<file path="src/rtl/bflc_pkg.sv">
// shared constants, codes and controller/datapath interface types for the free list cache
`timescale 1ns / 1ps
`default_nettype none
package bflc_pkg;

  localparam int GLOBAL_DEPTH = 1024;
  localparam int NUM_CLIENTS  = 4;
  localparam int MAX_BATCH    = 16;
  localparam int HANDLE_WIDTH = 16;

  localparam int LOCAL_DEPTH = 2 * MAX_BATCH;
  localparam int LRAM_DEPTH  = NUM_CLIENTS * LOCAL_DEPTH;

  localparam int GCNT_W   = $clog2(GLOBAL_DEPTH + 1);
  localparam int GADDR_W  = $clog2(GLOBAL_DEPTH);
  localparam int LCNT_W   = $clog2(LOCAL_DEPTH + 1);
  localparam int LIDX_W   = $clog2(LOCAL_DEPTH);
  localparam int CLIENT_W = 2;
  localparam int LADDR_W  = CLIENT_W + LIDX_W;
  localparam int BATCH_W  = 5;
  localparam int MOVED_W  = 5;
  localparam int OP_W     = 2;
  localparam int STATUS_W = 2;

  localparam int IN_FIELDS_W  = CLIENT_W + HANDLE_WIDTH;
  localparam int IN_DATA_W    = ((IN_FIELDS_W + 7) / 8) * 8;
  localparam int OUT_FIELDS_W = HANDLE_WIDTH + MOVED_W;
  localparam int OUT_DATA_W   = ((OUT_FIELDS_W + 7) / 8) * 8;

  localparam logic [BATCH_W-1:0] BATCH_RESET = BATCH_W'(8);

  typedef enum logic [OP_W-1:0] {
    OP_ALLOC = 2'd0,
    OP_FREE  = 2'd1,
    OP_SEED  = 2'd2
  } op_t;

  typedef enum logic [STATUS_W-1:0] {
    ST_OK    = 2'd0,
    ST_EMPTY = 2'd1,
    ST_FULL  = 2'd2
  } status_t;

  typedef enum logic [3:0] {
    S_IDLE,
    S_EXEC,
    S_REFILL,
    S_REFILL_WR,
    S_POP,
    S_POP_DATA,
    S_SPILL,
    S_SPILL_WR,
    S_PUSH,
    S_FINISH
  } state_t;

  typedef struct packed {
    logic capture;
    logic seed_push;
    logic refill_rd;
    logic refill_wr;
    logic spill_rd;
    logic spill_wr;
    logic pop_rd;
    logic pop_data;
    logic push_local;
    logic set_empty;
    logic set_full;
    logic load_out;
  } cmd_t;

  typedef struct packed {
    op_t  op;
    logic lcnt_zero;
    logic spill_need;
    logic refill_go;
    logic spill_go;
    logic gfull;
    logic lfull;
    logic out_busy;
  } sts_t;

endpackage
`default_nettype wire

</file>
<file path="src/rtl/bflc_ctrl.sv">
// request sequencer: steps seed, refill, spill, pop and push of one request
`timescale 1ns / 1ps
`default_nettype none
module bflc_ctrl (
  input  wire logic          clk,
  input  wire logic          rst_n,
  input  wire logic          in_tvalid,
  output logic               in_tready,
  input  wire bflc_pkg::sts_t sts,
  output bflc_pkg::cmd_t     cmd
);
  import bflc_pkg::*;

  state_t state_r;
  state_t state_nxt;

  always_ff @(posedge clk) begin
    if (!rst_n) begin
      state_r <= S_IDLE;
    end else begin
      state_r <= state_nxt;
    end
  end

  always_comb begin
    state_nxt = state_r;
    cmd       = '0;
    in_tready = 1'b0;
    unique case (state_r)
      S_IDLE: begin
        in_tready = 1'b1;
        if (in_tvalid) begin
          cmd.capture = 1'b1;
          state_nxt   = S_EXEC;
        end
      end
      S_EXEC: begin
        case (sts.op)
          OP_SEED: begin
            if (sts.gfull) begin
              cmd.set_full = 1'b1;
            end else begin
              cmd.seed_push = 1'b1;
            end
            state_nxt = S_FINISH;
          end
          OP_ALLOC: state_nxt = sts.lcnt_zero ? S_REFILL : S_POP;
          OP_FREE:  state_nxt = sts.spill_need ? S_SPILL : S_PUSH;
          default:  state_nxt = S_FINISH;
        endcase
      end
      S_REFILL: begin
        if (sts.refill_go) begin
          cmd.refill_rd = 1'b1;
          state_nxt     = S_REFILL_WR;
        end else begin
          state_nxt = S_POP;
        end
      end
      S_REFILL_WR: begin
        cmd.refill_wr = 1'b1;
        state_nxt     = S_REFILL;
      end
      S_POP: begin
        if (sts.lcnt_zero) begin
          cmd.set_empty = 1'b1;
          state_nxt     = S_FINISH;
        end else begin
          cmd.pop_rd = 1'b1;
          state_nxt  = S_POP_DATA;
        end
      end
      S_POP_DATA: begin
        cmd.pop_data = 1'b1;
        state_nxt    = S_FINISH;
      end
      S_SPILL: begin
        if (sts.spill_go) begin
          if (sts.gfull) begin
            cmd.set_full = 1'b1;
            state_nxt    = S_PUSH;
          end else begin
            cmd.spill_rd = 1'b1;
            state_nxt    = S_SPILL_WR;
          end
        end else begin
          state_nxt = S_PUSH;
        end
      end
      S_SPILL_WR: begin
        cmd.spill_wr = 1'b1;
        state_nxt    = S_SPILL;
      end
      S_PUSH: begin
        if (sts.lfull) begin
          cmd.set_full = 1'b1;
        end else begin
          cmd.push_local = 1'b1;
        end
        state_nxt = S_FINISH;
      end
      S_FINISH: begin
        if (!sts.out_busy) begin
          cmd.load_out = 1'b1;
          state_nxt    = S_IDLE;
        end
      end
      default: state_nxt = S_IDLE;
    endcase
  end

endmodule
`default_nettype wire

</file>
<file path="config.mk">
export PLATFORM = sky130hd
export DESIGN_NAME = bflc_ctrl
export DESIGN_NICKNAME = d
export VERILOG_FILES = /design/src/rtl/bflc_pkg.sv /design/src/rtl/bflc_ctrl.sv
export SDC_FILE = /design/constraint.sdc
export NUM_CORES = 1
export LEC_CHECK = 0
export BUFFER_PORTS_ARGS = -buffer_cell sky130_fd_sc_hd__buf_2
export CAP_MARGIN = 20
export CORE_MARGIN = 5
export CORE_UTILIZATION = 35
export DETAILED_ROUTE_END_ITERATION = 6
export PLACE_DENSITY_LB_ADDON = 0.12
export RECOVER_POWER = 50
export SLEW_MARGIN = 20
export SYNTH_ARGS = -nofsm -noshare
export SYNTH_HDL_FRONTEND = slang
export SYNTH_SLANG_ARGS = --single-unit
</file>
<file path="constraint.sdc">
create_clock -name clk -period 2.19 [get_ports clk]
set_clock_uncertainty 0.15 [all_clocks]
set_input_delay 0.438 -clock clk [delete_from_list [all_inputs] [get_ports clk]]
set_output_delay 0.438 -clock clk [all_outputs]
set_load 0.05 [all_outputs]
</file>
==> flow_summary.ini, run 1 <==
[outcome]
status = finished with violations
violations = negative setup slack

[timing]
worst_pin_slew_ns = 0.3926
rsz0062_at_grt = true
hold_viol = 0
setup_viol = 3
max_freq_ghz = 0.4169
timing.final.ws_setup_ns = -0.2086
timing.final.crit_share_pct = 109.5
relSlewSlack_pct = 73.83
drv_slew = 0
min_period_ns = 2.399

[clocking]
cts.hold.buffers_added = 0
cts_tree = done
clk_latency_ns = 0.23
cts_made_buffers = 3
cts-root-buf = clkbuf_4
cts.sinks = 4
cts_buffer_depth = 2
cts_setup_buffers = 0
clkTransAtPathRegs_ns = 0.04
htreeDepth = 1

[placement]
place_congestion = 0.7953
dp.final_hpwl_um = 1085
port_buffers = 24
dp_slack_ns = -0.06085

[yosys]
synth-seq-cells = 4
synth_area_per_cell_um2 = 7.047
ys_seq_area_share_pct = 16.71
synth_cells = 68
async_reset_ff_share_pct = 0
syn_area_um2 = 479.2
ys_types = 33
syn_nets = 80
synth_edf_count = 0
synth_flop_cell = dfxtp_1
yosys_warnings = 0

[routing]
wire_per_inst_um = 12.55
wl_um = 1368
firstDrtPassIters = 4
vias = 594
via_per_inst = 5.450
ant_nets = 0
drc = 0
drt_iter0_markers = 19

[worst_setup_path]
cp-start-kind = flip-flop
slowest_stage = or4b_4
setup.worst_path.end_class = output pin
crit_arrival_ns = 1.81
path_class = reg2out
worstPathMaxFanout = 2
crit_required_ns = 1.60
slowest_delay_ns = 0.54
crit_chain = or4b_4 > or3b_4 > nand2_1 > a32o_2 > buf_6

[finish]
antenna_cells = 0
top_regs = state_r (4)
layout.nets = 108
layout-drive-gt1-share_pct = 46.81
largest-register = state_r
largest_reg_flops = 4
mostFrequentLayoutCells = buf_2, nor2_1, nand2b_1, buf_4
syn2layout_area_growth_pct = 50.13
final_common_cell = buf_2

[power_and_ir_drop]
p_leak_nw = 0.3190
cellPowerDensity_nw_per_um2 = 656.0
totalPowerFinal_mw = 0.4720
peakVddDrop_mv = 0.4774

[die]
io_pins = 25
start_util_pct = 36.83
core_area_um2 = 1301
die_height_um = 47
die-width_um = 47
die_area_um2 = 2209
num_rows = 13

[global_routing]
grt_antenna_before_repair = 0
grt_use_met2_pct = 22.76
grt_pass1_vias = 558
grt_util_met1_pct = 20.05
overflow = 0
grt_pass1_wl_um = 2290
grt_max_degree = 18
grt.busiest_layer = met2
grt.total_usage_pct = 14.03
use_met3_pct = 2.299

[min_path]
hp-class = in2reg

[run]
cap_violations = 0
==> power breakdown <==
part	switching [mW]	internal (mW)
registers	0.00456	0.0835
clock network	0.0269	0.0611
logic	0.190	0.106
total	0.221	0.251
==> worst max-delay path: cells and delay by family (launching register included) <==
kind                   cells  cell delay [ns]
AO/OA/AOI/OAI              1             0.12
buffers and inverters      1             0.15
flip-flops                 1             0.30
AND/OR/NAND/NOR            3             1.01
==> Yosys cell counts, types with 2 or more instances <==
library cell,count,area share (%)
nor2b_1,2,2.6
o31a_1,2,3.7
a21oi_1,3,3.1
clkbuf_1,2,1.6
o21ai_0,2,2.1
a211oi_1,2,3.1
nand4_1,2,2.6
nand2_1,4,3.1
nor4_1,4,5.2
buf_4,2,3.1
nand2b_1,5,6.5
dfxtp_1,4,17
nor2_1,11,8.6
mux2i_1,2,4.2
nor4b_1,2,3.7
inv_1,2,1.6
==> area by class of cell <==
cell class / count / area (µm²)
Sequential cell: 4 / 80.08
Timing Repair Buffer: 29 / 176.4
Inverter: 2 / 7.507
Clock buffer: 3 / 22.52
Fill cell: 130 / 581.8
Tap cell: 15 / 18.77
Multi-Input combinational cell: 56 / 414.1
==> per-stage QoR <==
step / setup TNS [ns] / utilization, % / area, µm² / std cells / hold slack [ns]
final: -0.3192 / 55.29 / 719.4 / 109 / 0.3184
after global routing: -0.5386 / 55.29 / 719.4 / 109 / 0.3178
after CTS: -0.3409 / 53.85 / 700.7 / 109 / 0.3128
after detailed placement: -0.06085 / 50.77 / 660.6 / 106 / 0.5570
after global placement: -0.04796 / 50.77 / 660.6 / 106 / 0.5543
after floorplan: -1.900 / - / 523.0 / 68 / 0.4018
==> what timing repair did <==
| action | 4_1_cts | 5_1_grt |
|---|---|---|
| resized for setup | 6 | 4 |
| pin swaps | 1 | 0 |
| endpoints found under the hold margin | 0 | 0 |
| setup endpoints to repair | 4 | 5 |
==> worst paths after layout <==
check                                          endpoint  slack [ns]  depth (start not counted)                     from
worst max-delay path                             cmd[1]       -0.21                          5  state_r[1]$_SDFFE_PN0P_
worst min-delay path            state_r[2]$_SDFFE_PN0P_        0.32                          3                    rst_n
worst max register to register  state_r[3]$_SDFFE_PN0P_        0.54                          5  state_r[3]$_SDFFE_PN0P_
worst min register to register  state_r[3]$_SDFFE_PN0P_        0.61                          3  state_r[1]$_SDFFE_PN0P_
==> cell families (layout without fill, tap and decap cells) <==
family                 after synthesis  after routing  share of synthesized area (%)
flip-flops                           4              4                          16.71
buffers and inverters                8             34                          9.660
AO/OA/AOI/OAI                       16             16                          24.28
AND/OR/NAND/NOR                     38             38                          45.17
multiplexers                         2              2                          4.178
==> per-layer routing <==
metal / routed length [µm] / vias to the layer above / share of wire [%]
li1: - / 309 / -
met1: 639 / 260 / 47
met2: 616 / 25 / 45
met3: 113 / 0 / 8.3
met4: 0 / 0 / 0
met5: 0 / - / 0
Note: power is estimated with default switching activity, not from simulation.
==> run 2, diff against run 1 <==
- ABC_AREA: not set -> 1
==> run 2 against run 1 <==
  * The flow now finishes without violations
  * Non-clock buffer count shrank 5
  * Clock power grew 0.6%
  * Synthesized area shrank 3.4%
==> flow_summary.ini, run 2 <==
[timing]
drv_slew = 0
setup_viol = 0
rsz0062_at_grt = false
hold_viol = 0
worst_pin_slew_ns = 0.2774
totalNegativeSetupSlack_ns = 0
timing.final.crit_share_pct = 94.46
min_period_ns = 2.069
max_freq_ghz = 0.4834
relSlewSlack_pct = 81.58

[power_and_ir_drop]
p_clk_share_pct = 13.1
combPwrFrac_pct = 68.3
switchingPower_mw = 0.3936
cellPowerDensity_nw_per_um2 = 1038
internal_power_mw = 0.2829
p_leak_nw = 0.3957
seq_power_share_pct = 18.6
swShare_pct = 58.18
peakVddDrop_mv = 0.7235

[routing]
drt_iter0_markers = 11
drc = 0
via_per_inst = 4.721
wire_per_inst_um = 10.36
wl_um = 1337
ant_nets = 0
vias = 609
firstDrtPassIters = 2

[finish]
syn2layout_area_growth_pct = 40.81
fillers = 145
mostFrequentLayoutCells = nand2_1, buf_2, inv_1
largest_reg_flops = 4
layout.nets = 128
top_regs = state_r (4)
layout-drive-gt1-share_pct = 39.47
stdcell_area_um2 = 651.9
antenna_cells = 0
final_common_cell = nand2_1
largest-register = state_r

[global_routing]
overflow = 0
grt.busiest_layer = met2
grt_pass1_wl_um = 2132
grt_util_met1_pct = 15.83
grt_antenna_before_repair = 0
grt.total_usage_pct = 13.65
use_met3_pct = 3.516
grt_use_met2_pct = 24.45
grt_max_degree = 6
grt_pass1_vias = 545

[clocking]
htreeDepth = 1
cts_made_buffers = 3
cts-root-buf = clkbuf_4
clk_latency_ns = 0.23
cts_buffer_depth = 2
clkTransAtPathRegs_ns = 0.04
cts.sinks = 4
cts_tree = done
cts.hold.buffers_added = 0

[die]
die_height_um = 46.37
start_util_pct = 36.49
die_area_um2 = 2150
num_rows = 13
die-width_um = 46.37
io_pins = 25
core_area_um2 = 1269

[worst_setup_path]
crit_chain = inv_2 > nand2_1 > nor2_4 > nand2_2 > o21ai_2 > nand2_1 > o21ai_2 > buf_6
crit_arrival_ns = 1.48
worst-path-stages = 8
path_class = reg2out
slowest_stage = dfxtp_1
setup.worst_path.end_class = output pin
r2r_start = state_r[3]$_SDFFE_PN0P_
cp-start-kind = flip-flop
crit_required_ns = 1.60
ff2ff_path_depth = 8
cp_top_family = simple AND/OR/NAND/NOR gates
setup.worst_path.start = state_r[1]$_SDFFE_PN0P_
worstPathMaxFanout = 4
critPathBufInv = 2
slowest_delay_ns = 0.33

[yosys]
async_reset_ff_share_pct = 0
ys_types = 19
synth_top_family_by_area = simple AND/OR/NAND/NOR gates
synth.top_cells.by_count = nand2_1, inv_1, nor2_1
synth_area_per_cell_um2 = 5.321
synth.area.mux_share_pct = 0
syn_area_um2 = 462.9
synth-seq-cells = 4
ys_seq_area_share_pct = 17.30
netlist_top_cells_area = dfxtp_1, nand2_1, inv_1
synth_xor_area_share_pct = 0
yosys_warnings = 0
synth_adder_area_share_pct = 0
syn_nets = 99
synth_edf_count = 0
synth_flop_cell = dfxtp_1
synthSimpleGateAreaFrac_pct = 52.16
synth_compound_area_share_pct = 14.32
netlist.area_leader.share_pct = 17.30
synth_most_common_cell = nand2_1
synth_cells = 87
synth_top_cell_by_area = dfxtp_1

[min_path]
holdCritStartpoint = rst_n
hp-class = in2reg
hold_depth = 3

[run]
cap_violations = 0

[outcome]
status = finished clean

[placement]
dp.final_hpwl_um = 1159
placed_cell_area_um2 = 616.8
place_congestion = 0.7723
port_buffers = 24
## run 2: cell types whose count changed after synthesis, moves of 3 or more
cell,delta
nand2_1,+17
inv_1,+15
nand3_1,+6
nand2b_1,-5
inv_2,+3
nor2_1,+3
nor2_2,+3
nor4_1,-3
## run 2: power by group through the flow
stage / registers [mW] / clock network, mW / logic (mW)
after floorplan: 0.116 / 0 / 0.364
after global placement: 0.118 / 0 / 0.456
after detailed placement: 0.119 / 0 / 0.459
after CTS: 0.118 / 0.0924 / 0.463
after global routing: 0.129 / 0.0973 / 0.505
final: 0.126 / 0.0884 / 0.462
## run 2: metrics by stage
step	setup WS (ns)	hold WS [ns]	utilization (%)	total power [mW]	cells
final	0.1212	0.3469	51.38	0.6764	129
after global routing	0.009861	0.3849	51.38	0.7310	129
after CTS	0.007838	0.3537	50.59	0.6733	129
after detailed placement	0.2078	0.5390	48.62	0.5777	126
after global placement	0.2459	0.5376	48.62	0.5737	126
after floorplan	0.2030	0.4587	-	0.4799	87
## run 2: metal layers
metal | vias up | part of all wire (%)
li1 | 324 | -
met1 | 270 | 44
met2 | 15 | 49
met3 | 0 | 7.0
met4 | 0 | 0
met5 | - | 0
## run 2: repair_timing
| action | in CTS | in global routing |
|---|---|---|
| gates cloned | 0 | 0 |
| endpoints found under the setup margin | 1 | 3 |
| buffers inserted | 0 | 0 |
| resized for setup | 1 | 5 |
## run 2: path summary, 6_finish.rpt
check | endpoint | slack (ns)
worst min register to register | state_r[1]$_SDFFE_PN0P_ | 0.55
worst max register to register | state_r[0]$_SDFFE_PN0P_ | 0.74
worst max-delay path | cmd[1] | 0.12
worst min-delay path | state_r[2]$_SDFFE_PN0P_ | 0.35
## run 2: cell families after synthesis
kind of cell | count (synthesis)
AOI/OAI and AO/OA | 11
buffers and inverters | 20
DFF | 4
and+or+nand+nor | 52
## run 2: area by class of cell
cell class | count | area [µm²] | area share, %
clock buffers | 3 | 22.52 | 3.455
inverters | 20 | 75.07 | 11.52
multi-input cells | 63 | 326.6 | 50.10
flip-flops and latches | 4 | 82.58 | 12.67
well taps | 15 | 18.77 | 2.879
repair buffers | 24 | 126.4 | 19.39
## run 2: worst register-to-register path, stage by stage, from the launching register on
cell and delay, ns:
dfxtp_1 0.40, inv_1 0.13, nor2_1 0.19, nand2_1 0.12, nand2_1 0.08, nor2_1 0.04
nand2_1 0.06, nand2_1 0.04, a21oi_1 0.15
